[config.mk]
export PLATFORM = sky130hd
export DESIGN_NAME = lprp_in_stage_flat
export DESIGN_NICKNAME = d
export VERILOG_FILES = /design/src/rtl/core/lprp_byte_if.sv /design/src/rtl/core/lprp_in_stage.sv /design/src/flat_wrapper.sv
export SDC_FILE = /design/constraint.sdc
export NUM_CORES = 1
export LEC_CHECK = 0
export BUFFER_PORTS_ARGS = -buffer_cell sky130_fd_sc_hd__buf_2
export CAP_MARGIN = 30
export CORE_AREA = 4 4 41 43
export DETAILED_ROUTE_END_ITERATION = 12
export DIE_AREA = 0 0 45 47
export PLACE_DENSITY = 0.56
export SYNTH_ARGS = -nofsm -noshare
export SYNTH_HDL_FRONTEND = slang
export SYNTH_SLANG_ARGS = --single-unit
[constraint.sdc]
create_clock -name clk -period 1 [get_ports clk]
set_input_delay 0.05 -clock clk [delete_from_list [all_inputs] [get_ports clk]]
set_output_delay 0.05 -clock clk [all_outputs]
set_load 0.05 [all_outputs]
[src/rtl/core/lprp_byte_if.sv]
interface lprp_byte_if;
  logic       valid;
  logic       ready;
  logic [7:0] data_byte;

  modport source (output valid, output data_byte, input ready);
  modport sink (input valid, input data_byte, output ready);
endinterface

[src/rtl/core/lprp_in_stage.sv]
module lprp_in_stage (
  input  logic        clk,
  input  logic        rst,
  lprp_byte_if.sink   req,
  input  logic        take,
  output logic        held_valid,
  output logic [7:0]  held_byte
);

  logic       valid;
  logic [7:0] data;

  // Accept a new beat whenever the held one is empty or leaves this cycle.
  assign req.ready  = !valid || take;
  assign held_valid = valid;
  assign held_byte  = data;

  always_ff @(posedge clk) begin
    if (rst) begin
      valid <= 1'b0;
    end else if (req.ready) begin
      valid <= req.valid;
    end
  end

  always_ff @(posedge clk) begin
    if (req.ready && req.valid) begin
      data <= req.data_byte;
    end
  end

endmodule

[src/flat_wrapper.sv]
// flat-port wrapper written by rule: the top's interface ports become plain ports
module lprp_in_stage_flat 
  (clk, rst, take, held_valid, held_byte, req_valid, req_data_byte, req_ready);
  lprp_byte_if req_i ();
  input  logic clk;
  input  logic rst;
  input  logic take;
  output logic held_valid;
  output logic [7:0] held_byte;
  input wire logic [$bits(req_i.valid)-1:0] req_valid;
  input wire logic [$bits(req_i.data_byte)-1:0] req_data_byte;
  output wire logic [$bits(req_i.ready)-1:0] req_ready;
  assign req_i.valid = req_valid;
  assign req_i.data_byte = req_data_byte;
  assign req_ready = req_i.ready;
  lprp_in_stage u_core (.clk(clk), .rst(rst), .req(req_i), .take(take), .held_valid(held_valid), .held_byte(held_byte));
endmodule
; ---- Yosys cells after proc, flatten, opt, wreduce, memory -nomap -nowiden
; Index checks and enable logic that the tools add are counted.
[word_totals]
reg_bits = 9
latch_bits = 0
mem_bits_rw = 0
rom_bits = 0
in_bits = 12
output_inout_bits = 10
word_cells = 5
mem_count = 0
[op_classes]
n_addsub = 0
mul = 0
div = 0
n_lt_le_gt_ge = 0
n_eq_ne = 0
n_shift = 0
muxes = 0
n_bitwise = 0
reduce_logical = 3
[op_table]
columns = op, n
row1 = logical AND 1 bit, 1
row2 = logical NOT 1 bit, 1
row3 = logical OR 1 bit, 1

; ---- Depth between registers and ports, before layout
; Gate-level depths: netlist (run 1).
[logic_depth]
depth_word = 3
depth_mapped = 2
depth_no_buf = 2

; ---- Worst setup path after synthesis (run 1)
; OpenSTA, ideal clock, no wires.
[synth_timing]
path_type = register to register
from = register u_core.valid, in the netlist u_core.held_valid
to = register u_core.data[0], in the netlist u_core.held_byte[0] (enable)
setup_time_ps = 249
t_arrival_ps = 1125
t_required_ps = 751
path_slack_ps = -374
path_stages_with_launch = 3
n_path_buf = 0
synth_period_minus_slack_ps = 1374
cell_sequence = dfxtp_1 -> nand2b_4 -> and2_4
[synth_between]
elab_chain_cells = 3
[synth_lines]
columns = element, line_no
row1 = from (decl), lprp_in_stage.sv:10  ; logic valid;
row2 = from (signal assigned), lprp_in_stage.sv:22  ; valid <= req.valid;
row3 = logical NOT 1 bit, lprp_in_stage.sv:14  ; assign req.ready = !valid || take;
row4 = logical OR 1 bit, lprp_in_stage.sv:14
row5 = net req_ready, flat_wrapper.sv:12  ; output wire logic [$bits(req_i.ready)-1:0] req_ready;
row6 = logical AND 1 bit, lprp_in_stage.sv:27  ; if (req.ready && req.valid) begin
row7 = to (signal assigned), lprp_in_stage.sv:28  ; data <= req.data_byte;
row8 = to (decl), lprp_in_stage.sv:11  ; logic [7:0] data;
; The timed path passes the listed nets, and every way through them passes these cells.
; A chain may end at the register's enable or synchronous reset.

; ---- Worst setup path after layout (run 1)
[layout_timing]
from = register u_core.valid, in the netlist u_core.held_valid
to = output held_valid
[layout_lines]
columns = element, line_no
row1 = to (decl), flat_wrapper.sv:8  ; output logic held_valid;
; No word-level cell between the ends.

==> impl_metrics.yaml, run 1 <==
synth:
  synth.most_common_cell: "edfxtp_1"
  avgSynthCellArea_sq_um: 22.7
  synth_edf_count: 8
  synth_area_leaders: "edfxtp_1 (81%), dfxtp_1 (6.8%), nand2b_4 (4.7%), a21oi_2 (3.0%), and2_4 (3.0%)"
  synth_area_sq_um: 295
  synth_fp_nets: 25
  synth_top_area_cell: "edfxtp_1"
  ys.warnings.count: 0
  ys_seq_area_share_pct: 88.1
  synthCells: 13
  ys.flop_type: "edfxtp_1"
  async_reset_ff_share_pct: 0
  synth_top_area_share_pct: 81.4
  ys_seq_elements: 9
  ys_types: 6
grt:
  grt_pass1_vias: 263
  grt_overflow: 0
  grt_start_max_net_pins: 9
  grt.total_usage_pct: 7.93
  grt_antenna_before_repair: 0
  grt_pass1_wl_um: 1070
clocking:
  cts_tree: "yes"
  root_buffer: "clkbuf_4"
  cts.path.max_buffers: 2
  clock_sinks: 9
  clk-insertion-delay-late_ns: 0.25
  cts_made_buffers: 3
  htree_levels: 1
  path_clk_slew_ns: 0.06
  post_cts_buffers: 0
floorplanning:
  chipHeight_um: 47
  core_area_sq_um: 1300
  die_w_um: 45
  rows: 13
  fp.dieArea_sq_um: 2120
  boundaryPins: 22
  start_util_pct: 22.7
drt:
  vias: 233
  drt_wl_total_um: 641
  drc_errors: 0
  postRouteAntennaNets: 0
  firstDrtPassIters: 2
  drt_iter0_drc: 2
  wire_per_inst_um: 10.3
  viasPerCell: 3.76
worst_setup_path:
  cp_num_buf_inv: 1
  r2r_slack_ns: 0.09
  cp.arrival_ns: 0.87
  cp_top_family: "flip-flops"
  worstSetupEndpointType: "output port"
  cp_cell_sequence: "buf_2"
  crit_required_ns: 0.95
  crit_path_start_kind: "register"
  cp_max_fo: 2
  critPathMaxStageDelay_ns: 0.35
  slowest_stage: "dfxtp_4"
  criticalPathCategory: "register to output port"
layout:
  drive_gt1_share_pct: 59.6
  antenna_cells: 0
  postLayoutCellArea_sq_um: 542
  area_growth_pct: 83.5
  fin_nets: 60
  fin_cells: 62
power_and_ir_drop:
  p_leak_nw: 0.242
  p_per_area_nw_per_um2: 1630
  ir_drop_mv: 0.546
sta:
  clock_skew_ns: 0.000167
  min_period_over_period_pct: 91.6
  worst_slew_pin_slew_ns: 0.255
  setup_viol: 0
  rsz0062_at_grt: "false"
  maxSlewViolCount: 0
  post-route-min-period_ns: 0.916
  hold_violations: 0
  slew_headroom_pct: 83.1
  max_freq_ghz: 1.09
  hold_ws_ns: 0.0341
placement:
  gp_congestion: 0.613
  port_buffers: 21
  place_inst: 49
  placed_area_sq_um: 423
outcome:
  status: "complete, no violations"
flow_run:
  maxCapViolCount: 0
hold_path:
  hold_class: "input pin to register"
==> cells by family after synthesis <==
family,count (synthesis),share of synthesized area [%]
buffers and inverters,1,1.27
AOI/OAI and AO/OA,1,2.97
DFF,9,88.1
and+or+nand+nor,2,7.63
==> through the flow <==
stage                     power [mW]  TNS, ns  utilization [%]  setup WS [ns]
after global placement         0.594        0             32.5          0.105
after detailed placement       0.595        0             32.5         0.0947
after CTS                      0.902        0             41.4        0.00493
final                          0.885        0             41.6         0.0842
after global routing           0.944        0             41.6         0.0311
after floorplan                0.550   -0.745                -        -0.0932
==> worst paths after layout <==
kind                                        from  depth (start not counted)                        endpoint
hold reg to reg   u_core.held_valid$_SDFFE_PP0P_                          2  u_core.held_valid$_SDFFE_PP0P_
setup reg to reg  u_core.held_valid$_SDFFE_PP0P_                          2   u_core.held_byte[6]$_DFFE_PP_
hold / removal                         req_valid                          3  u_core.held_valid$_SDFFE_PP0P_
setup / recovery  u_core.held_valid$_SDFFE_PP0P_                          1                      held_valid
==> timing repair <==
action                     in CTS  in global routing
resized for setup               0                  2
setup endpoints to repair       0                  1
hold endpoints to repair        9                  0
hold buffers                    9                  0
==> power by group <==
group          internal (mW)  switching (mW)  leakage (nW)  total [mW]
clock network          0.153           0.118        0.0150       0.271
logic                 0.0623           0.111         0.140       0.173
registers              0.434         0.00618        0.0863       0.440
==> routing by layer <==
layer	GRT usage (%)	up-vias	part of all wire (%)
li1	-	115	-
met1	7.33	104	37
met2	11.6	14	51
met3	6.90	0	12
met4	5.26	0	0
met5	0	-	0
==> worst register-to-register path, delay by kind of cell (launching register included) <==
kind	cells	cell delay, ns
AND/OR/NAND/NOR	2	0.27
flip-flops	1	0.35
==> placed cells by master, fill, tap and decap left out, drive strengths merged <==
cell | netlist | final
and2 | 1 | 1
edfxtp | 8 | 8
inv | 1 | 1
dlygate4sd3 | 0 | 9
dfxtp | 1 | 1
nand2b | 1 | 1
clkbuf | 0 | 4
a21oi | 1 | 1
buf | 0 | 21
==> cell type report <==
class / instances / area, sq um
Clock buffer: 4 / 26.3
Tap cell: 15 / 18.8
Inverter: 1 / 3.75
Fill cell: 139 / 759
Timing Repair Buffer: 30 / 198
Multi-Input combinational cell: 3 / 31.3
Sequential cell: 9 / 264
==> flip-flops by register name, indices dropped and copies added, names as in the netlist <==
| name | cells |
|---|---|
| u_core.held_byte | 8 |
| u_core.held_valid | 1 |
(Power assumes the default switching activity.)
==> inputs of run 2 (changes only) <==
--- a/config.mk
+++ b/config.mk
@@ -11,6 +11,7 @@
 export DETAILED_ROUTE_END_ITERATION = 12
 export DIE_AREA = 0 0 45 47
 export PLACE_DENSITY = 0.56
+export RECOVER_POWER = 50
 export SYNTH_ARGS = -nofsm -noshare
 export SYNTH_HDL_FRONTEND = slang
 export SYNTH_SLANG_ARGS = --single-unit
==> run 2 against run 1 <==
Effect of this change: fmax unchanged; clock-buffer cell count unchanged; global-route usage unchanged; clock skew did not move; clock power barely moved; combinational power barely moved; register-to-register slack about the same; power hardly changed; routed wire length shrank 0.16%; cell count stayed put; critical endpoint unchanged.
==> impl_metrics.yaml, run 2 (synthesis gave the netlist of run 1 again) <==
hold_path:
  hold_class: "input pin to register"
power_and_ir_drop:
  p_leak_nw: 0.243
  p_per_area_nw_per_um2: 1630
  ir_drop_mv: 0.546
  power_mw: 0.885
grt:
  grt_antenna_before_repair: 0
  grt.total_usage_pct: 7.93
  grt_start_max_net_pins: 9
  grt_pass1_vias: 263
  grt_overflow: 0
  grt_pass1_wl_um: 1070
sta:
  min_period_over_period_pct: 91.6
  slew_headroom_pct: 81.5
  setup_tns_ns: 0
  maxSlewViolCount: 0
  post-route-min-period_ns: 0.916
  max_freq_ghz: 1.09
  clock_skew_ns: 0.000167
  fin_ws_ns: 0.0842
  setup_viol: 0
  rsz0062_at_grt: "false"
  worst_slew_pin_slew_ns: 0.278
  hold_violations: 0
outcome:
  status: "complete, no violations"
floorplanning:
  boundaryPins: 22
  fp.dieArea_sq_um: 2120
  die_w_um: 45
  core_area_sq_um: 1300
  rows: 13
  chipHeight_um: 47
  start_util_pct: 22.7
layout:
  area_growth_pct: 83.5
  drive_gt1_share_pct: 59.6
  seq_area_sq_um: 264
  n_fill_cell: 139
  antenna_cells: 0
  multi_input_comb_area_sq_um: 31.3
  fin_nets: 60
  postLayoutCellArea_sq_um: 542
  largest_register_ffs: 8
  final_cell_mix: "buf_2 (16), dlygate4sd3_1 (9), edfxtp_1 (8)"
  fin_cells: 62
  layout_commonest_cell: "buf_2"
worst_setup_path:
  cp_top_family: "flip-flops"
  criticalPathCategory: "register to output port"
  cp_cell_sequence: "buf_2"
  slowest_stage: "dfxtp_4"
  crit_path_start_kind: "register"
  cp_num_buf_inv: 1
  crit_required_ns: 0.95
  worstSetupEndpointType: "output port"
  cp_max_fo: 2
  critPathMaxStageDelay_ns: 0.35
  cp.arrival_ns: 0.87
placement:
  port_buffers: 21
  placed_area_sq_um: 423
  gp_congestion: 0.613
  post-place-ws_ns: 0.0947
  place_inst: 49
flow_run:
  maxCapViolCount: 0
drt:
  drc_errors: 0
  vias: 233
  drt_wl_total_um: 640
  viasPerCell: 3.76
  postRouteAntennaNets: 0
  wire_per_inst_um: 10.3
  firstDrtPassIters: 2
  drt_iter0_drc: 2
clocking:
  path_clk_slew_ns: 0.06
  cts_tree: "yes"
  cts.path.max_buffers: 2
  cts_made_buffers: 3
  clock_sinks: 9
  clk-insertion-delay-late_ns: 0.25
  root_buffer: "clkbuf_4"
  htree_levels: 1
run 2: worst paths after layout:
check | slack [ns] | depth (start not counted) | to | start
worst max-delay path | 0.08 | 1 | held_valid | u_core.held_valid$_SDFFE_PP0P_
worst min-delay path | 0.03 | 3 | u_core.held_valid$_SDFFE_PP0P_ | req_valid
worst max register to register | 0.09 | 2 | u_core.held_byte[6]$_DFFE_PP_ | u_core.held_valid$_SDFFE_PP0P_
worst min register to register | 0.49 | 2 | u_core.held_valid$_SDFFE_PP0P_ | u_core.held_valid$_SDFFE_PP0P_
run 2: area by class of cell:
type,instances,area share (%)
Sequential cell,9,48.7
Clock buffer,4,4.85
Inverter,1,0.693
Tap cell,15,3.46
Timing Repair Buffer,30,36.5
Multi-Input combinational cell,3,5.77
run 2: power by group:
| group | internal (mW) | switching (mW) |
|---|---|---|
| Clock | 0.153 | 0.118 |
| Combinational | 0.0620 | 0.111 |
| Sequential | 0.434 | 0.00651 |
run 2: repair_timing:
item	4_1_cts	5_1_grt
hold buffers	9	0
endpoints found under the hold margin	9	0
gates resized for setup	0	2
setup buffers	0	0
setup endpoints to repair	0	1
run 2: per-stage QoR:
| step | hold WS, ns | utilization, % |
|---|---|---|
| floorplan | 0.103 | - |
| detailed placement | 0.204 | 32.5 |
| global route | 0.0297 | 41.6 |
| finish | 0.0341 | 41.6 |
| global placement | 0.210 | 32.5 |
| CTS | 0.0203 | 41.4 |
run 2: tightest hold or removal path, delay by kind of cell:
kind	cells	cell delay [ns]
buf+inv	2	0.16
compound gates	1	0.04
run 2: metal layers:
layer  GRT usage [%]  vias up  part of all wire [%]  wire (um)
met3            6.90        0                    12         76
met2            11.6       14                    51        324
li1                -      115                     -          -
met1            7.33      104                    37        239
met5               0        -                     0          0
met4            5.26        0                     0          0
==> inputs of run 3 (changes only) <==
--- a/config.mk
+++ b/config.mk
@@ -5,6 +5,7 @@
 export SDC_FILE = /design/constraint.sdc
 export NUM_CORES = 1
 export LEC_CHECK = 0
+export ABC_AREA = 1
 export BUFFER_PORTS_ARGS = -buffer_cell sky130_fd_sc_hd__buf_2
 export CAP_MARGIN = 30
 export CORE_AREA = 4 4 41 43
@@ -12,6 +13,7 @@
 export DIE_AREA = 0 0 45 47
 export PLACE_DENSITY = 0.56
 export RECOVER_POWER = 50
+export SKIP_CTS_REPAIR_TIMING = 1
 export SYNTH_ARGS = -nofsm -noshare
 export SYNTH_HDL_FRONTEND = slang
 export SYNTH_SLANG_ARGS = --single-unit
==> run 3 against run 2 <==
Effect of this change: synthesized area fell by 2.5%; synthesized cell count rose by 7.7%; critical path depth rose by 1; utilization rose by 0.67 points; via count did not move; first-iteration DRC count rose by 50%; clock-buffer cell count did not move; clock skew rose by 0.0015 ns.
==> impl_metrics.yaml, run 3 <==
outcome:
  status: "complete, no violations"
sta:
  min_period_over_period_pct: 95.4
  slew_headroom_pct: 80.8
  hold_violations: 0
  setup_viol: 0
  worst_slew_pin_slew_ns: 0.288
  maxSlewViolCount: 0
  setup_tns_ns: 0
  rsz0062_at_grt: "false"
  clock_skew_ns: 0.00162
  max_freq_ghz: 1.05
  post-route-min-period_ns: 0.954
clocking:
  cts_tree: "yes"
  clk-insertion-delay-late_ns: 0.25
  clock_sinks: 9
  path_clk_slew_ns: 0.06
  htree_levels: 1
  cts_made_buffers: 3
  cts.path.max_buffers: 2
  root_buffer: "clkbuf_4"
synth:
  synth_top_area_share_pct: 83.5
  synthCells: 14
  avgSynthCellArea_sq_um: 20.6
  synth.most_common_cell: "edfxtp_1"
  ys.flop_type: "edfxtp_1"
  ys_types: 7
  ys_seq_area_share_pct: 90.4
  synth_area_sq_um: 288
  synth_fp_nets: 26
  synth_edf_count: 8
  ys_seq_elements: 9
  ys.warnings.count: 0
  async_reset_ff_share_pct: 0
  synth_top_area_cell: "edfxtp_1"
  synth_area_leaders: "edfxtp_1 (83%), dfxtp_1 (7.0%), a21oi_2 (3.0%), nand2_2 (2.2%), a21oi_1 (1.7%)"
worst_setup_path:
  cp.arrival_ns: 0.90
  critPathMaxStageDelay_ns: 0.38
  cp_cell_sequence: "nand2_4 > clkbuf_4"
  cp_top_family: "flip-flops"
  crit_required_ns: 0.95
  cp_num_buf_inv: 1
  cp_max_fo: 3
  criticalPathCategory: "register to output port"
  crit_path_start_kind: "register"
  slowest_stage: "dfxtp_2"
  worstSetupEndpointType: "output port"
grt:
  grt.total_usage_pct: 7.61
  grt_antenna_before_repair: 0
  grt_start_max_net_pins: 9
  grt_overflow: 0
  grt_pass1_vias: 237
  grt_pass1_wl_um: 1050
layout:
  n_fill_cell: 131
  fin_cells: 63
  final_cell_mix: "buf_2 (15), dlygate4sd3_1 (9), edfxtp_1 (8)"
  layout_commonest_cell: "buf_2"
  largest_register_ffs: 8
  postLayoutCellArea_sq_um: 551
  drive_gt1_share_pct: 60.4
  fin_nets: 61
  antenna_cells: 0
  area_growth_pct: 91.3
drt:
  firstDrtPassIters: 2
  vias: 233
  drt_wl_total_um: 693
  postRouteAntennaNets: 0
  viasPerCell: 3.70
  wire_per_inst_um: 11.0
  drc_errors: 0
  drt_iter0_drc: 3
hold_path:
  hold_class: "input pin to register"
floorplanning:
  boundaryPins: 22
  core_area_sq_um: 1300
  die_w_um: 45
  rows: 13
  fp.dieArea_sq_um: 2120
  start_util_pct: 22.1
  chipHeight_um: 47
power_and_ir_drop:
  p_per_area_nw_per_um2: 1620
  p_leak_nw: 0.246
  ir_drop_mv: 0.728
  power_mw: 0.892
placement:
  gp_congestion: 0.619
  port_buffers: 21
  placed_area_sq_um: 429
  place_inst: 50
flow_run:
  maxCapViolCount: 0
run 3: cell count changes in the layout (fill, tap and decap cells not counted), sizes merged:
cell    before  now
inv          1    2
nand2        0    1
a21oi        1    2
and2         1    0
buf         17   15
nand2b       1    0
clkbuf       8   10
run 3: through the flow:
step	utilization, %	hold WS, ns	worst slack, ns
finish	42.3	0.0683	0.0463
global route	42.3	0.0892	0.00763
detailed placement	33.0	0.203	0.0618
floorplan	-	0.105	0.00448
CTS	35.0	-0.0660	0.0120
global placement	33.0	0.204	0.0864
run 3: cell families after synthesis:
logic type      after synthesis  share of synthesized area (%)
flops                         9                           90.4
compound gates                2                           4.78
buf+inv                       2                           2.61
simple gates                  1                           2.18
run 3: worst min-delay path: stages:
cell and delay [ns]:
buf_2 0.09, inv_2 0.05, nand2_4 0.06, a21oi_2 0.04
run 3: worst paths after layout:
path	start	end	slack [ns]	cells after the start
hold / removal	take	u_core.held_valid$_SDFFE_PP0P_	0.07	4
setup reg to reg	u_core.held_valid$_SDFFE_PP0P_	u_core.held_byte[7]$_DFFE_PP_	0.06	1
setup / recovery	u_core.held_valid$_SDFFE_PP0P_	req_ready	0.05	2
hold reg to reg	u_core.held_valid$_SDFFE_PP0P_	u_core.held_valid$_SDFFE_PP0P_	0.49	2
run 3: area by class of cell:
| type | instances | area [sq um] | share of cell area (%) |
|---|---|---|---|
| multi-input combinational | 3 | 36.3 | 6.59 |
| inverter | 2 | 7.51 | 1.36 |
| tap | 15 | 18.8 | 3.41 |
| clock buffer | 4 | 26.3 | 4.77 |
| timing repair buffer | 30 | 200 | 36.4 |
| sequential | 9 | 262 | 47.5 |
run 3: power by group:
| group | internal (mW) | switching, mW | total [mW] | leakage (nW) |
|---|---|---|---|---|
| combinational | 0.0609 | 0.116 | 0.177 | 0.145 |
| clock | 0.153 | 0.118 | 0.271 | 0.0150 |
| sequential | 0.436 | 0.00893 | 0.445 | 0.0860 |
| total | 0.650 | 0.242 | 0.892 | 0.246 |
run 3: routing by layer:
| metal | up-vias | share of wire (%) | track usage [%] |
|---|---|---|---|
| met5 | - | 0 | 0 |
| met4 | 0 | 1.4 | 7.02 |
| met3 | 2 | 15 | 2.68 |
| met2 | 18 | 41 | 10.2 |
| met1 | 95 | 43 | 9.46 |
| li1 | 118 | - | - |
