[src/rtl/core/lprp_pkg.sv]
package lprp_pkg;

  localparam int DEF_MAX_MESSAGE = 4096;
  localparam int DEF_MAX_ARGS    = 1024;

  localparam int CFG_MSG_W  = 13;
  localparam int CFG_ARGS_W = 11;
  localparam int CFG_DATA_W = 13;
  localparam int CFG_IDX_W  = 1;

  localparam logic [CFG_IDX_W-1:0] CFG_MAX_MESSAGE = 1'd0;
  localparam logic [CFG_IDX_W-1:0] CFG_MAX_ARGS    = 1'd1;

  localparam logic [CFG_MSG_W-1:0]  RST_MAX_MESSAGE = 13'd4096;
  localparam logic [CFG_ARGS_W-1:0] RST_MAX_ARGS    = 11'd1024;

  localparam int IDX_W = 10;

  localparam logic [31:0] MIN_LEN = 32'd4;

  localparam logic [1:0] KIND_ARG_BYTE  = 2'd0;
  localparam logic [1:0] KIND_EMPTY_ARG = 2'd1;
  localparam logic [1:0] KIND_EMPTY_MSG = 2'd2;
  localparam logic [1:0] KIND_ERROR     = 2'd3;

  localparam logic ERR_TOO_LONG  = 1'b0;
  localparam logic ERR_MALFORMED = 1'b1;

  typedef enum logic [1:0] {
    PH_LEN,
    PH_COUNT,
    PH_ALEN,
    PH_DATA
  } phase_t;

  typedef struct packed {
    logic [1:0]       kind;
    logic [7:0]       arg_byte;
    logic [IDX_W-1:0] arg_index;
    logic             arg_end;
    logic             message_end;
    logic             error_code;
  } result_t;

endpackage

[src/rtl/core/lprp_decode.sv]
module lprp_decode
  import lprp_pkg::*;
#(
  parameter int MAX_MESSAGE = DEF_MAX_MESSAGE,
  parameter int MAX_ARGS    = DEF_MAX_ARGS
) (
  input  logic                  clk,
  input  logic                  rst,
  input  logic                  step,
  input  logic [7:0]            data_byte,
  input  logic [CFG_MSG_W-1:0]  max_message_bytes,
  input  logic [CFG_ARGS_W-1:0] max_arguments,
  output logic                  res_valid,
  output result_t               res
);

  localparam int MSG_FULL = (1 << CFG_MSG_W) - 1;
  localparam int ARG_FULL = (1 << CFG_ARGS_W) - 1;
  localparam int MSG_CAP  = (MAX_MESSAGE < MSG_FULL) ? MAX_MESSAGE : MSG_FULL;
  localparam int ARG_CAP  = (MAX_ARGS < ARG_FULL) ? MAX_ARGS : ARG_FULL;
  localparam int MW       = $clog2(MSG_CAP + 1);
  localparam int AW       = $clog2(ARG_CAP + 1);

  localparam logic [CFG_MSG_W-1:0]  MSG_CAP_C = CFG_MSG_W'(MSG_CAP);
  localparam logic [CFG_ARGS_W-1:0] ARG_CAP_C = CFG_ARGS_W'(ARG_CAP);

  phase_t           phase, phase_next;
  logic [1:0]       field_byte_count, field_byte_count_next;
  logic [23:0]      field_shift, field_shift_next;
  logic [MW-1:0]    message_remaining, message_remaining_next;
  logic [AW-1:0]    args_remaining, args_remaining_next;
  logic [IDX_W-1:0] current_arg, current_arg_next;
  logic [MW-1:0]    arg_remaining, arg_remaining_next;
  logic             closed, closed_next;

  logic [MW-1:0] msg_limit;
  logic [AW-1:0] arg_limit;
  logic [31:0]   field_value;
  logic          field_done;
  logic [MW-1:0] msg_dec;
  logic [MW-1:0] arem_dec;
  logic [AW-1:0] args_dec;
  logic          fin_trailing;
  logic          fin_mend;
  phase_t        fin_phase;

  assign msg_limit = (max_message_bytes > MSG_CAP_C) ? MW'(MSG_CAP)
                                                     : MW'(max_message_bytes);
  assign arg_limit = (max_arguments > ARG_CAP_C) ? AW'(ARG_CAP) : AW'(max_arguments);

  assign field_done  = (field_byte_count == 2'd3);
  assign field_value = {data_byte, field_shift};

  assign msg_dec  = (message_remaining != '0) ? message_remaining - MW'(1) : message_remaining;
  assign arem_dec = (arg_remaining != '0) ? arg_remaining - MW'(1) : arg_remaining;
  assign args_dec = (args_remaining != '0) ? args_remaining - AW'(1) : args_remaining;

  // Closing an argument: trailing body bytes after the last one are malformed.
  assign fin_trailing = (args_dec == '0) && (msg_dec != '0);
  assign fin_mend     = (args_dec == '0);
  assign fin_phase    = (args_dec == '0) ? PH_LEN : PH_ALEN;

  always_comb begin
    phase_next             = phase;
    field_byte_count_next  = field_byte_count;
    field_shift_next       = field_shift;
    message_remaining_next = message_remaining;
    args_remaining_next    = args_remaining;
    current_arg_next       = current_arg;
    arg_remaining_next     = arg_remaining;
    closed_next            = closed;
    res_valid              = 1'b0;
    res                    = '0;

    unique case (field_byte_count)
      2'd0:    field_shift_next = {16'd0, data_byte};
      2'd1:    field_shift_next = {8'd0, data_byte, field_shift[7:0]};
      2'd2:    field_shift_next = {data_byte, field_shift[15:0]};
      default: field_shift_next = field_shift;
    endcase

    if (!closed) begin
      unique case (phase)
        PH_LEN: begin
          field_byte_count_next = field_byte_count + 2'd1;
          if (field_done) begin
            if (field_value > 32'(msg_limit)) begin
              closed_next      = 1'b1;
              res_valid        = 1'b1;
              res.kind         = KIND_ERROR;
              res.error_code   = ERR_TOO_LONG;
            end else if (field_value < MIN_LEN) begin
              closed_next      = 1'b1;
              res_valid        = 1'b1;
              res.kind         = KIND_ERROR;
              res.error_code   = ERR_MALFORMED;
            end else begin
              message_remaining_next = field_value[MW-1:0];
              phase_next             = PH_COUNT;
            end
          end
        end
        PH_COUNT: begin
          message_remaining_next = msg_dec;
          field_byte_count_next  = field_byte_count + 2'd1;
          if (field_done) begin
            current_arg_next = '0;
            if (field_value > 32'(arg_limit) ||
                (field_value == 32'd0 && msg_dec != '0)) begin
              closed_next    = 1'b1;
              res_valid      = 1'b1;
              res.kind       = KIND_ERROR;
              res.error_code = ERR_MALFORMED;
            end else if (field_value == 32'd0) begin
              phase_next      = PH_LEN;
              res_valid       = 1'b1;
              res.kind        = KIND_EMPTY_MSG;
              res.message_end = 1'b1;
            end else begin
              args_remaining_next = field_value[AW-1:0];
              phase_next          = PH_ALEN;
            end
          end
        end
        PH_ALEN: begin
          if (field_byte_count == 2'd0 && message_remaining < MW'(4)) begin
            closed_next    = 1'b1;
            res_valid      = 1'b1;
            res.kind       = KIND_ERROR;
            res.error_code = ERR_MALFORMED;
          end else begin
            message_remaining_next = msg_dec;
            field_byte_count_next  = field_byte_count + 2'd1;
            if (field_done) begin
              if (field_value > 32'(msg_dec) ||
                  (field_value == 32'd0 && fin_trailing)) begin
                closed_next    = 1'b1;
                res_valid      = 1'b1;
                res.kind       = KIND_ERROR;
                res.error_code = ERR_MALFORMED;
              end else if (field_value == 32'd0) begin
                args_remaining_next = args_dec;
                current_arg_next    = current_arg + IDX_W'(1);
                phase_next          = fin_phase;
                res_valid           = 1'b1;
                res.kind            = KIND_EMPTY_ARG;
                res.arg_index       = current_arg;
                res.arg_end         = 1'b1;
                res.message_end     = fin_mend;
              end else begin
                arg_remaining_next = field_value[MW-1:0];
                phase_next         = PH_DATA;
              end
            end
          end
        end
        PH_DATA: begin
          message_remaining_next = msg_dec;
          arg_remaining_next     = arem_dec;
          if (arem_dec == '0 && fin_trailing) begin
            closed_next    = 1'b1;
            res_valid      = 1'b1;
            res.kind       = KIND_ERROR;
            res.error_code = ERR_MALFORMED;
          end else begin
            res_valid     = 1'b1;
            res.kind      = KIND_ARG_BYTE;
            res.arg_byte  = data_byte;
            res.arg_index = current_arg;
            if (arem_dec == '0) begin
              args_remaining_next = args_dec;
              current_arg_next    = current_arg + IDX_W'(1);
              phase_next          = fin_phase;
              res.arg_end         = 1'b1;
              res.message_end     = fin_mend;
            end
          end
        end
        default: phase_next = PH_LEN;
      endcase
    end
  end

  always_ff @(posedge clk) begin
    if (rst) begin
      phase             <= PH_LEN;
      field_byte_count  <= '0;
      field_shift       <= '0;
      message_remaining <= '0;
      args_remaining    <= '0;
      current_arg       <= '0;
      arg_remaining     <= '0;
      closed            <= 1'b0;
    end else if (step) begin
      phase             <= phase_next;
      field_byte_count  <= field_byte_count_next;
      field_shift       <= field_shift_next;
      message_remaining <= message_remaining_next;
      args_remaining    <= args_remaining_next;
      current_arg       <= current_arg_next;
      arg_remaining     <= arg_remaining_next;
      closed            <= closed_next;
    end
  end

endmodule
[config.mk]
export PLATFORM = sky130hd
export DESIGN_NAME = lprp_decode
export DESIGN_NICKNAME = d
export VERILOG_FILES = /design/src/rtl/core/lprp_pkg.sv /design/src/rtl/core/lprp_decode.sv
export SDC_FILE = /design/constraint.sdc
export NUM_CORES = 1
export LEC_CHECK = 0
export ABC_AREA = 1
export BUFFER_PORTS_ARGS = -buffer_cell sky130_fd_sc_hd__buf_4
export CAP_MARGIN = 20
export CORE_MARGIN = 2
export CORE_UTILIZATION = 55
export CTS_CLUSTER_SIZE = 40
export DETAILED_ROUTE_END_ITERATION = 8
export PLACE_DENSITY = 0.78
export SETUP_SLACK_MARGIN = 0.02
export SYNTH_ARGS = -nofsm -noshare
export SYNTH_HDL_FRONTEND = slang
export SYNTH_SLANG_ARGS = --single-unit
[constraint.sdc]
create_clock -name clk -period 2.62 [get_ports clk]
set_input_delay 0.262 -clock clk [delete_from_list [all_inputs] [get_ports clk]]
set_output_delay 0.262 -clock clk [all_outputs]
set_load 0.02 [all_outputs]
Word level (Yosys, flattened, before mapping)
Cells that the tools add are included.
- bits in registers: 76
- bits in latches: 0
- bits in writable memories: 0
- ROM bits: 0
- input bits: 35
- output and inout port bits: 24
- logic and storage cells: 173
- memories: 0
- $add $sub $neg: 5
- $mul: 0
- divide/modulo/power cells: 0
- order comparisons: 7
- equality and inequality tests: 19
- shift-type cells: 0
- muxes and demuxes: 97
- bitwise operators: 3
- reduce and logical (&&, ||, !) cells: 32
- operator list (operator ; number):
    $mux W13 ; 12
    $mux W11 ; 11
    $pmux W24 S3 ; 1
    $mux W10 ; 7
    $gt A32 B13 Y1 ; 2
    $mux W2 ; 26
    $pmux W13 S3 ; 1
    $reduce_bool A13 Y1 ; 3
    $mux W12 ; 3
    $pmux W11 S3 ; 1
    $gt A32 B11 Y1 ; 1
    $logic_not A32 Y1 ; 1
    $lt A32 B3 Y1 const B ; 1
    $pmux W10 S3 ; 1
    $ne A2 B2 Y1 const B ; 13
    $pmux W13 S2 ; 1
    $sub A13 B1 Y13 const B ; 2
    $reduce_and A12 Y1 ; 2
    $mux W23 ; 1
    $mux W1 ; 22
    $pmux W11 S2 ; 1
    $mux W20 ; 1
    $pmux W2 S4 ; 2
    $gt A13 B13 Y1 const B ; 1
    27 further kinds ; 46

Longest topological paths before layout
Gate-level depths: netlist of run 1.
- depth in word-level cells: 11
- mapped depth: 23
- depth with buffers taken out: 22

Worst setup path before layout of run 1
OpenSTA, ideal clock, no wires.
- path kind: register to output
- start: register message_remaining[0]
- end: output res[11] (netlist bit)
- data arrival time: 3046 ps
- data required time: 2358 ps
- setup slack: -688 ps
- stages on the path, launching flop included: 18
- path buffers: 0
- cells stage by stage: dfxtp_1 -> inv_1 -> ha_1 -> nand2_1 -> nor2_1 -> xor2_1 -> nand2_1 -> ha_1 -> nand2_1 -> nor4b_1 -> nand2_1 -> a21oi_1 -> nand2_2 -> inv_1 -> nand4_1 -> nand2_2 -> inv_2 -> nor3b_1
- RTL lines (element ; RTL line ; source):
    from (decl) ; lprp_decode.sv:30 ; logic [MW-1:0] message_remaining, message_remaining_next;
    from (signal assigned) ; lprp_decode.sv:198 ; message_remaining <= message_remaining_next;
    to (decl) ; lprp_decode.sv:14 ; output result_t res

==> PnR_summary.wiki, run 1 <==
{| class="wikitable"
! Metric !! Value
|-
| Setup repair after global routing missed its margin || true
|-
| Pin count of the biggest net entering global routing || 43
|-
| Compound-Gate Fraction of Synth Area || 0.184
|-
| Dominant combinational cell family by area after synthesis || simple AND/OR/NAND/NOR gates
|-
| WL met3 || 4550 um
|-
| Max Cap Violations || 0
|-
| Post-synthesis instance area || 6210 um^2
|-
| Final number of hold-violating endpoints || 0
|-
| Clock buffers created by TritonCTS || 9
|-
| Highest ir drop seen on vdd || 0.000528 V
|-
| Cell with the biggest individual delay on the critical path || sky130_fd_sc_hd__dfxtp_1
|-
| Clock Root Buffer || sky130_fd_sc_hd__clkbuf_16
|-
| Post-route fraction of the period consumed by the critical path || 1.62
|-
| Post-synthesis xor/xnor area fraction || 0.0282
|-
| Overflow left after global routing || 0
|-
| CP Class || flop to primary output
|-
| Hold-critical path depth || 3
|-
| Asr flop ratio synth || 0
|-
| Number of enable flip-flop cells after synthesis || 0
|-
| Vertical extent of the die || 110 um
|-
| Syn_nets || ~1100
|-
| Tot GR Track Use || 0.414
|-
| Routability congestion estimate || 0.958
|-
| Number of remaining DRC errors || 23
|-
| Routed metal-1 wire length || 10400 um
|-
| Flop and latch count out of synthesis || 76
|-
| Worst Reg-to-Reg Cells || 21
|-
| Final routed wirelength across all metal layers || 33000 um
|-
| Number of buffers and inverters on the critical path || 3
|-
| Path type of the worst min-delay path || input port to flop
|-
| Antenna violation net count after detailed routing || 0
|-
| Rel. slew slack || 0.336
|-
| Largest stage delay on the critical path || 0.38 ns
|-
| Highest Clock Rate || 236 MHz
|-
| Longest Clk Path Bufs || 2
|-
| Placement row count || 38
|-
| Die area || about 12000 um^2
|-
| Cell breakdown of the critical path || nor2_1, nand2_1, nor2_2, nand2_1, nand2_1, nand2_1, nand2_4, ha_4, a21oi_2, o21ai_1, a211oi_2, nand2_1, a21oi_2, nand2_2, inv_2, nand4_1, nand2_2, inv_6, nor3b_4, buf_6
|-
| Routed wl met2 || 14300 um
|-
| Worst-case setup slack after placement || -0.777 ns
|-
| Mean number of vias per cell || 6.78
|-
| Clock tree from TritonCTS || done
|-
| Power density of the placed cells || 347 nW/um^2
|-
| Detailed Place HPWL || ~16000 um
|-
| Critical-path maximum fanout || 6
|-
| Top FF cell, synth || sky130_fd_sc_hd__dfxtp_1
|-
| Top sig layer || met4
|-
| Final setup margin || -1.62 ns
|-
| Simple logic cell fraction of the synthesized area || 0.365
|-
| Number of global-route vias before repair || 8055
|-
| Cell mode on critical path || sky130_fd_sc_hd__nand2_1
|-
| Effective utilization at floorplan || 0.568
|-
| Cell family with most CP delay || simple AND/OR/NAND/NOR gates
|-
| Clock transition at path regs || ~0.07 ns
|-
| H-tree depth || 3
|-
| Total of buffers placed on input and output ports || 58
|-
| Number of distinct library cell variants in the gate-level netlist after synthesis || 38
|-
| Global-route wire length before repair || slightly below 40000 um
|-
| Antenna violations before repair || 0
|-
| Critical path capture point type || primary output
|-
| Proportion of layout cells with a drive suffix above 1 || 0.380
|-
| Minimum period implied by the final worst setup slack || 4.24 ns
|-
| Cell count after placement || roughly 1400
|-
| Core box area || approximately 11000 um^2
|-
| Number of inserted diodes || 0
|-
| Leak pwr || 4.61 nW
|-
| Adder-cell area share of the yosys netlist || 0.0927
|-
| Gate count after technology mapping || 1007
|-
| Initial detailed-routing violation count || 1539
|-
| Num Clock Sinks || 76
|-
| Portion of netlist area occupied by mux cells || 0
|-
| Type of origin of the critical path || flop
|-
| Pre-antenna DRT Iters || 9
|-
| Vias || 9515
|-
| Die Wd || approximately 110 um
|-
| Growth of design area from synthesis to finish || 60.1%
|-
| CTS hold repair buffers || 0
|-
| Mean routed wirelength per cell || 23.5 um
|-
| Synthesized area per cell || 6.16 um^2
|-
| Count of boundary I/O pins || 59
|-
| Failing checks || DRC, setup timing
|-
| Setup skew after layout || 0.00621 ns
|-
| Total Nets Final || 1340
|-
| Max-slew violation count || 0
|-
| Status || complete, but fails checks
|-
| Worst EP arrival || 3.97 ns
|-
| Proportion of synthesized chip area in sequential cells || 0.245
|-
| Data required time of the worst path || between 2 and 2.5 ns
|-
| Final-report setup violation count || 76
|-
| Yosys warning count || 0
|-
| Final Non-Filler Cells || 1404
|-
| Clock latency on the worst-skew pair || 0.36 ns
|-
| Worst Tran Pin Value || 0.992 ns
|-
| Stages on the worst setup path || 20
|}
==> worst reg2reg max path, cell delays in order, from the launching register on <==
cell                       delay (ns)
sky130_fd_sc_hd__dfxtp_1         0.38
sky130_fd_sc_hd__nor2_1          0.22
sky130_fd_sc_hd__nand2_1         0.16
sky130_fd_sc_hd__nor2_2          0.15
sky130_fd_sc_hd__nand2_1         0.11
sky130_fd_sc_hd__nand2_1         0.15
sky130_fd_sc_hd__nand2_1         0.16
sky130_fd_sc_hd__nand2_4         0.13
sky130_fd_sc_hd__ha_4            0.22
sky130_fd_sc_hd__a21oi_2         0.17
sky130_fd_sc_hd__o21ai_1         0.11
sky130_fd_sc_hd__a211oi_2        0.21
sky130_fd_sc_hd__nand2_1         0.09
sky130_fd_sc_hd__a21oi_2         0.23
sky130_fd_sc_hd__nand2_2         0.10
sky130_fd_sc_hd__buf_4           0.17
sky130_fd_sc_hd__a21oi_4         0.30
sky130_fd_sc_hd__buf_6           0.17
sky130_fd_sc_hd__buf_6           0.13
sky130_fd_sc_hd__nand4_1         0.10
sky130_fd_sc_hd__nand2_1         0.11
sky130_fd_sc_hd__a21oi_1         0.06
==> per-stage QoR <==
step | hold WS, ns | total power, mW | setup TNS (ns) | utilization | area (um^2)
after global placement | 0.446 | 1.92 | -27.44 | 0.779 | 8520
after detailed placement | 0.459 | 1.95 | -32.53 | 0.779 | 8520
after CTS | 0.181 | 3.20 | -34.56 | 0.872 | 9530
after global routing | 0.206 | 3.49 | -79.69 | 0.909 | 9940
after floorplan | 0.403 | 1.62 | -2.63 | - | 6610
final | 0.194 | 3.45 | -76.70 | 0.909 | 9940
==> worst paths after layout <==
| path | startpoint | endpoint | slack, ns |
|---|---|---|---|
| max | message_remaining[8]$_SDFFE_PP0P_ | res[11] | -1.62 |
| min | data_byte[7] | field_shift[15]$_SDFFE_PP0P_ | 0.19 |
| max reg2reg | message_remaining[8]$_SDFFE_PP0P_ | phase[1]$_SDFFE_PP0P_ | -1.14 |
| min reg2reg | field_shift[16]$_SDFFE_PP0P_ | field_shift[16]$_SDFFE_PP0P_ | 0.47 |
==> flip-flops by register name (all words and copies together) (netlist names) <==
register	flops
field_byte_count	2
closed	1
args_remaining	11
phase	2
arg_remaining	13
message_remaining	13
field_shift	24
current_arg	10
==> report_power, final <==
group	internal [mW]	switching, mW
Combinational	0.385	0.550
Clock	0.660	0.610
Sequential	1.18	0.0578
==> placed cells by master, fill, tap and decap left out, drive strengths merged <==
cell type and n:
a211oi 9, a21oi 98, a31oi 10, and3 2, buf 271, bufbuf 1, clkbuf 11, clkinv 5
clkinvlp 1, dfxtp 76, ha 46, inv 99, nand2 267, nand3 65, nand3b 1, nand4 23
nor2 130, nor3 24, nor3b 3, nor4 7, nor4b 1, o211ai 5, o21a 2, o21ai 85
o31ai 1, or2 1, xnor2 6, xor2 14
==> timing repair <==
action / 4_1_cts / 5_1_grt
buffers inserted: 30 / 8
setup endpoints to repair: 74 / 74
gates resized for setup: 145 / 74
cloned: 4 / 2
pin swaps: 50 / 33
==> routing by layer <==
layer | global-route usage | vias up
met4 | 0.273 | 0
met5 | 0 | -
met2 | 0.692 | 999
li1 | - | 3872
met3 | 0.101 | 430
met1 | 0.468 | 4214
==> cell type report <==
type / count / area (um^2)
Clock inverter: 7 / 58.8
Sequential cell: 76 / 1540
Timing Repair Buffer: 274 / 2400
Timing Repair inverter: 1 / 8.76
Inverter: 97 / 395
Clock buffer: 9 / 225
Fill cell: 446 / 997
Tap cell: 140 / 175
Multi-Input combinational cell: 800 / 5140
==> Yosys cell counts, types with 9 or more instances <==
| library cell | n | area [um^2] |
|---|---|---|
| sky130_fd_sc_hd__a31oi_1 | 10 | 62.6 |
| sky130_fd_sc_hd__o21ai_1 | 11 | 55.1 |
| sky130_fd_sc_hd__a211oi_1 | 9 | 67.6 |
| sky130_fd_sc_hd__a21oi_1 | 90 | 450 |
| sky130_fd_sc_hd__nor3_1 | 24 | 120 |
| sky130_fd_sc_hd__xor2_1 | 14 | 123 |
| sky130_fd_sc_hd__dfxtp_1 | 76 | 1520 |
| sky130_fd_sc_hd__clkbuf_1 | 23 | 86.3 |
| sky130_fd_sc_hd__nand2_1 | 263 | 987 |
| sky130_fd_sc_hd__nand3_1 | 61 | 305 |
| sky130_fd_sc_hd__inv_1 | 91 | 342 |
| sky130_fd_sc_hd__ha_1 | 46 | 576 |
| sky130_fd_sc_hd__o21ai_0 | 74 | 370 |
| sky130_fd_sc_hd__nand4_1 | 23 | 144 |
| sky130_fd_sc_hd__nor2_1 | 122 | 458 |
==> kinds of logic after synthesis <==
family / after synthesis
AOI/OAI and AO/OA: 210
xor gates and xnor gates: 20
adders and majority gates: 46
buffers and inverters: 131
DFF: 76
and+or+nand+nor: 524
No activity file was read; power rests on OpenSTA's default activity.
==> inputs of run 2 (changes only) <==
CELL_PAD_IN_SITES_DETAIL_PLACEMENT = 1   (was not set)
CELL_PAD_IN_SITES_GLOBAL_PLACEMENT = 2   (was not set)
CORE_UTILIZATION = 29   (was 55)
PLACE_DENSITY = not set   (was 0.78)
PLACE_DENSITY_LB_ADDON = 0.1   (was not set)
==> run 2 against run 1 <==
Against the previous run: the flow finishes with violations (setup timing); clock power up 13%; non-clock buffer count up 37; power up 2.6%; fmax up 17%.
==> PnR_summary.wiki, run 2 (synthesis results as in run 1) <==
{| class="wikitable"
! Metric !! Value
|-
| Path type of the worst min-delay path || input port to flop
|-
| Power Total || 3.54 mW
|-
| Die area || approximately 23000 um^2
|-
| Internal portion of total power || ~2.5 mW
|-
| Clock latency on the worst-skew pair || 0.35 ns
|-
| Worst Tran Pin Value || 1.30 ns
|-
| Tot GR Track Use || 0.239
|-
| Pre-antenna DRT Iters || 5
|-
| Num Clock Sinks || 76
|-
| Vias || a little under 8000
|-
| Largest stage delay on the critical path || 0.37 ns
|-
| Count of boundary I/O pins || 59
|-
| Crit Reg-Reg Startpoint || message_remaining[2]$_SDFFE_PP0P_
|-
| Cell breakdown of the critical path || nor2_4, nand2_2, buf_4, inv_4, nor2_1, o21ai_2, ha_1, nand4_1, nor2_1, o21ai_1, nand2_1, a21oi_4, nand2_2, inv_2, nand4_1, buf_4, nand2_2, nand2_2, a21oi_4, buf_6
|-
| Capturing point of the worst reg2reg path || current_arg[1]$_SDFFE_PP0P_
|-
| Antenna violation net count after detailed routing || 0
|-
| Final routed wirelength across all metal layers || roughly 27000 um
|-
| Post-route fraction of the period consumed by the critical path || 1.38
|-
| Longest Clk Path Bufs || 2
|-
| Leak pwr || 4.93 nW
|-
| Number of buffers and inverters on the critical path || 5
|-
| CP Class || flop to primary output
|-
| Routability congestion estimate || 0.842
|-
| Worst min-delay path startpoint || data_byte[4]
|-
| Mean number of vias per cell || 5.00
|-
| Cell with the biggest individual delay on the critical path || sky130_fd_sc_hd__dfxtp_4
|-
| Largest register FFs || 24
|-
| Cell mode on critical path || sky130_fd_sc_hd__nand2_2
|-
| Highest ir drop seen on vdd || roughly 0.00032 V
|-
| Worst Reg-to-Reg Cells || 23
|-
| Data required time of the worst path || 2.36 ns
|-
| Final setup margin || -1.00 ns
|-
| Clock tree from TritonCTS || done
|-
| Power density of the placed cells || 328 nW/um^2
|-
| Number of filler cells placed in the layout || roughly 2600
|-
| Overflow left after global routing || 0
|-
| Max-slew violation count || 0
|-
| Min Hold Slack || ~0.19 ns
|-
| Effective utilization at floorplan || 0.295
|-
| Number of inserted diodes || 0
|-
| Number of global-route vias before repair || 7903
|-
| Critical-path maximum fanout || 5
|-
| Growth of design area from synthesis to finish || 74.0%
|-
| Worst EP arrival || 3.36 ns
|-
| Clock buffers created by TritonCTS || 9
|-
| Type of origin of the critical path || flop
|-
| Final number of hold-violating endpoints || 0
|-
| Pin count of the biggest net entering global routing || 47
|-
| Placement row count || 53
|-
| Total of buffers placed on input and output ports || 58
|-
| Clock group share of total power || 0.407
|-
| Cell family with most CP delay || simple AND/OR/NAND/NOR gates
|-
| Net switching power || 1.05 mW
|-
| Mean routed wirelength per cell || around 17 um
|-
| Vertical extent of the die || about 150 um
|-
| Largest register by flop count || field_shift
|-
| Clock transition at path regs || 0.06 ns
|-
| Global-route wire length before repair || between 40000 and 50000 um
|-
| Failing checks || setup timing
|-
| Most frequent cells in the layout || sky130_fd_sc_hd__buf_4 (252), sky130_fd_sc_hd__nand2_1 (211), sky130_fd_sc_hd__nor2_1 (97), sky130_fd_sc_hd__inv_1 (80), sky130_fd_sc_hd__dfxtp_1 (68)
|-
| Setup total negative slack || -45.53 ns
|-
| Proportion of layout cells with a drive suffix above 1 || 0.424
|-
| Hold-critical path depth || 3
|-
| Switching Fraction || 0.298
|-
| H-tree depth || 3
|-
| Most frequent standard cell in the layout excluding fill and tap cells || sky130_fd_sc_hd__buf_4
|-
| Rel. slew slack || 0.132
|-
| Largest registers in the final layout || field_shift (24), arg_remaining (13), message_remaining (13)
|-
| Setup skew after layout || 0.0123 ns
|-
| Number of remaining DRC errors || 0
|-
| Max Cap Violations || 0
|-
| Setup repair after global routing missed its margin || true
|-
| Antenna violations before repair || 0
|-
| Sequential share of power || 0.350
|-
| Die Wd || around 150 um
|-
| Highest Clock Rate || 276 MHz
|-
| Combinational power share || 0.243
|-
| Detailed Place HPWL || 20100 um
|-
| Worst-case setup slack after placement || -0.861 ns
|-
| Initial detailed-routing violation count || about 310
|-
| Total Nets Final || 1377
|-
| Final-report setup violation count || 73
|-
| Minimum period implied by the final worst setup slack || between 3 and 4 ns
|-
| Clock Root Buffer || sky130_fd_sc_hd__clkbuf_16
|-
| Hold Crit Endpoint || field_shift[12]$_SDFFE_PP0P_
|-
| Core box area || 21000 um^2
|-
| Status || complete, but fails checks
|-
| Critical path capture point type || primary output
|-
| Setup slack, reg-to-reg || -0.86 ns
|}
==> run 2: cell types whose count changed in the layout (fill, tap and decap cells not counted), moves of 8 or more <==
cell	delta
sky130_fd_sc_hd__nand2_4	+9
sky130_fd_sc_hd__nor3_4	+9
sky130_fd_sc_hd__nand2_1	-17
sky130_fd_sc_hd__nand2_2	+8
sky130_fd_sc_hd__buf_4	+28
==> run 2: worst max path at each step <==
stage | end | cells after the start | start | slack [ns]
4_1_cts | res[1] | 25 | message_remaining[0]$_SDFFE_PP0P_ | -0.97
5_1_grt | res[1] | 19 | message_remaining[2]$_SDFFE_PP0P_ | -1.14
3_5_place_dp | res[21] | 21 | max_message_bytes[4] | -0.86
3_3_place_gp | res[21] | 21 | max_message_bytes[4] | -0.82
2_1_floorplan | res[11] | 19 | message_remaining[0]$_SDFFE_PP0P_ | -0.26
6_report | res[1] | 20 | message_remaining[2]$_SDFFE_PP0P_ | -1.0
==> run 2: tightest hold or removal path, stage by stage <==
cell                      delay, ns
sky130_fd_sc_hd__buf_4         0.10
sky130_fd_sc_hd__a21oi_1       0.06
sky130_fd_sc_hd__nor2_1        0.07
==> run 2: power by group through the flow <==
stage	sequential, mW	combinational, mW	clock (mW)
finish	1.24	0.859	1.44
CTS	1.23	0.760	1.48
global placement	1.26	0.709	0
global route	1.24	0.947	1.51
detailed placement	1.26	0.722	0
floorplan	1.25	0.369	0
==> run 2: timing repair <==
action                                  4_1_cts  5_1_grt
endpoints found under the hold margin         0        0
hold buffers                                  0        0
buffers inserted                             13       16
gates cloned                                  4        3
pin swaps                                    30       59
endpoints found under the setup margin       74       74
gates resized for setup                     127      162
==> run 2: stage by stage <==
stage	utilization	instances	instance area (um^2)
detailed placement	0.425	1527	8940
finish	0.514	1576	10800
global placement	0.425	1527	8940
global route	0.514	1576	10800
floorplan	-	1007	6610
CTS	0.473	1560	9940
==> run 2: layout make-up <==
class                   count  area (um^2)  share of cell area
clock buffers              12          267              0.0247
clock inverters             4         70.1             0.00649
inverters                  97          404              0.0374
multi-input cells         800         5410               0.501
flip-flops and latches     76         1540               0.143
well taps                 275          344              0.0319
repair buffers            311         2750               0.255
repair inverters            1         11.3             0.00104
==> run 2: per-layer routing <==
metal | wire length, um | GRT usage | part of all wire | up-vias
met5 | 0 | 0 | 0 | -
met4 | 548 | 0.0693 | 0.020 | 0
met3 | 653 | 0.0258 | 0.024 | 37
met2 | 14000 | 0.427 | 0.51 | 106
met1 | 12100 | 0.302 | 0.44 | 3790
li1 | - | - | - | 3947
==> inputs of run 3 (changes only) <==
GPL_TIMING_DRIVEN = 0   (was not set)
PLACE_DENSITY = 0.87   (was not set)
PLACE_DENSITY_LB_ADDON = not set   (was 0.1)
==> run 3 against run 2 <==
Against the previous run: the run still ends with setup timing left; core utilization decreased by 6.0 points; global-route usage decreased by 0.98 points; critical endpoint is now res[2]; count of clock-buffer cells in the layout shrank 3; sequential cell count did not move; final cell count decreased by 9.1%; register-to-register slack worse by 0.17 ns; power fell by 7.5%; combinational power shrank 17%; clock skew fell by 0.0011 ns; wire length down 2.7%; largest cell class unchanged.
==> PnR_summary.wiki, run 3 (synthesis results as in run 1) <==
{| class="wikitable"
! Metric !! Value
|-
| Highest Clock Rate || 270 MHz
|-
| Count of boundary I/O pins || 59
|-
| Clock Root Buffer || sky130_fd_sc_hd__clkbuf_16
|-
| Net switching power || 1.12 mW
|-
| Power density of the placed cells || 344 nW/um^2
|-
| Post-route fraction of the period consumed by the critical path || 1.42
|-
| Mean number of vias per cell || 5.24
|-
| Switching Fraction || 0.344
|-
| Largest register by flop count || field_shift
|-
| Min Hold Slack || 0.175 ns
|-
| Worst Tran Pin Value || roughly 0.75 ns
|-
| Power Total || 3.27 mW
|-
| Most frequent cells in the layout || sky130_fd_sc_hd__nand2_1 (202), sky130_fd_sc_hd__nor2_1 (86), sky130_fd_sc_hd__buf_4 (85), sky130_fd_sc_hd__inv_1 (77), sky130_fd_sc_hd__a21oi_1 (66)
|-
| CP Class || flop to primary output
|-
| Combinational power share || 0.217
|-
| H-tree depth || 3
|-
| Final Non-Filler Cells || between 1000 and 1500
|-
| Growth of design area from synthesis to finish || 53.5%
|-
| Setup skew after layout || 0.0113 ns
|-
| Number of inserted diodes || 0
|-
| Final setup margin || -1.09 ns
|-
| Cell count after placement || ~1300
|-
| Tot GR Track Use || 0.229
|-
| Placement row count || 53
|-
| Die area || 22600 um^2
|-
| Initial detailed-routing violation count || 423
|-
| Detailed Place HPWL || 18000 um
|-
| CTS hold repair buffers || 0
|-
| Critical path capture point type || primary output
|-
| Pin count of the biggest net entering global routing || 17
|-
| Vertical extent of the die || 150 um
|-
| Total Nets Final || about 1200
|-
| Vias || 7515
|-
| Antenna violation net count after detailed routing || 0
|-
| Worst EP arrival || 3.45 ns
|-
| Data required time of the worst path || 2.36 ns
|-
| Cell breakdown of the critical path || nor2_4, buf_4, nand2_4, nor2_4, xor2_2, nand2_4, ha_4, nand2_2, nor4b_4, nand2_1, a21oi_2, nand2_2, inv_2, nand4_1, buf_4, buf_4, a21oi_4, buf_6
|-
| Core box area || 21000 um^2
|-
| Global-route wire length before repair || 40300 um
|-
| Final number of hold-violating endpoints || 0
|-
| Effective utilization at floorplan || 0.295
|-
| Max-slew violation count || 0
|-
| Die Wd || about 150 um
|-
| Status || complete, but fails checks
|-
| Largest stage delay on the critical path || just under 0.4 ns
|-
| Sequential share of power || 0.391
|-
| Number of remaining DRC errors || 0
|-
| Most frequent standard cell in the layout excluding fill and tap cells || sky130_fd_sc_hd__nand2_1
|-
| Clock group share of total power || 0.392
|-
| Number of filler cells placed in the layout || ~2600
|-
| Number of global-route vias before repair || roughly 7600
|-
| Type of origin of the critical path || flop
|-
| Final routed wirelength across all metal layers || 26500 um
|-
| Setup repair after global routing missed its margin || true
|-
| Num Clock Sinks || 76
|-
| Cell mode on critical path || sky130_fd_sc_hd__buf_4
|-
| Cell with the biggest individual delay on the critical path || sky130_fd_sc_hd__dfxtp_4
|-
| Internal portion of total power || between 2 and 2.5 mW
|-
| Setup total negative slack || -49.38 ns
|-
| Proportion of layout cells with a drive suffix above 1 || 0.358
|-
| Longest Clk Path Bufs || 2
|-
| Rel. slew slack || 0.498
|-
| Clock tree from TritonCTS || done
|-
| Minimum period implied by the final worst setup slack || 3.71 ns
|-
| Pre-antenna DRT Iters || 5
|-
| Largest register FFs || 24
|-
| Total of buffers placed on input and output ports || 58
|-
| Highest ir drop seen on vdd || 0.000317 V
|-
| Failing checks || setup timing
|-
| Leak pwr || around 4.0 nW
|-
| Critical-path maximum fanout || 5
|-
| Clock buffers created by TritonCTS || 9
|-
| Clock latency on the worst-skew pair || 0.36 ns
|-
| Overflow left after global routing || 0
|-
| Mean routed wirelength per cell || 18.5 um
|-
| Routability congestion estimate || 0.852
|-
| Final-report setup violation count || 74
|-
| Antenna violations before repair || 0
|-
| Path type of the worst min-delay path || input port to flop
|-
| Worst-case setup slack after placement || -0.964 ns
|-
| Clock transition at path regs || 0.08 ns
|-
| Largest registers in the final layout || field_shift (24), arg_remaining (13), message_remaining (13)
|-
| Max Cap Violations || 0
|}
[run 3: cell types whose count changed in the layout (fill, tap and decap cells not counted), sizes merged]
| cell | previous run | this run |
|---|---|---|
| bufbuf | 1 | 0 |
| buf | 308 | 146 |
| bufinv | 2 | 0 |
| inv | 95 | 99 |
| clkinv | 5 | 6 |
| clkbuf | 14 | 31 |
[run 3: per-stage QoR]
| stage | cell area (um^2) | util |
|---|---|---|
| 2_1_floorplan | 6610 | - |
| 3_3_place_gp | 7390 | 0.352 |
| 3_5_place_dp | 7390 | 0.352 |
| 4_1_cts | 8940 | 0.425 |
| 5_1_grt | 9530 | 0.453 |
| 6_report | 9530 | 0.453 |
[run 3: critical path: cells and delay by family, from the launching register on]
| kind | cells | cell delay [ns] |
|---|---|---|
| buf+inv | 5 | 0.69 |
| simple gates | 9 | 1.19 |
| xor+xnor | 1 | 0.18 |
| compound gates | 2 | 0.37 |
| fa+ha+maj | 1 | 0.26 |
| flops | 1 | 0.39 |
[run 3: final timing paths]
kind | cells past startpoint | start | slack, ns | end
min reg2reg | 2 | field_shift[17]$_SDFFE_PP0P_ | 0.47 | field_shift[17]$_SDFFE_PP0P_
max reg2reg | 23 | message_remaining[2]$_SDFFE_PP0P_ | -1.03 | current_arg[1]$_SDFFE_PP0P_
min | 3 | data_byte[6] | 0.18 | field_shift[14]$_SDFFE_PP0P_
max | 18 | message_remaining[2]$_SDFFE_PP0P_ | -1.09 | res[2]
[run 3: routing by layer]
metal / routed length, um / global-route usage
met1: 11700 / 0.294
met2: 13100 / 0.390
met3: 858 / 0.0355
met4: 771 / 0.0807
met5: 0 / 0
[run 3: area by class of cell]
type	count	area (um^2)	share of cell area
Tap cell	275	344	0.0361
Multi-Input combinational cell	800	5460	0.573
Clock buffer	9	225	0.0236
Sequential cell	76	1560	0.163
Timing Repair inverter	1	8.76	0.000919
Buffer	34	234	0.0246
Clock inverter	7	66.3	0.00696
Timing Repair Buffer	134	1230	0.129
Inverter	97	404	0.0424
[run 3: power groups by stage]
stage / combinational, mW / sequential [mW] / clock (mW)
2_1_floorplan: 0.369 / 1.25 / 0
3_3_place_gp: 0.531 / 1.30 / 0
3_5_place_dp: 0.550 / 1.30 / 0
4_1_cts: 0.624 / 1.28 / 1.30
5_1_grt: 0.785 / 1.28 / 1.34
6_report: 0.711 / 1.28 / 1.28
[run 3: repair_timing]
action / CTS / global route
gates resized for setup: 216 / 111
pin swaps: 59 / 47
setup endpoints to repair: 74 / 74
gates cloned: 5 / 1
buffers inserted: 55 / 25
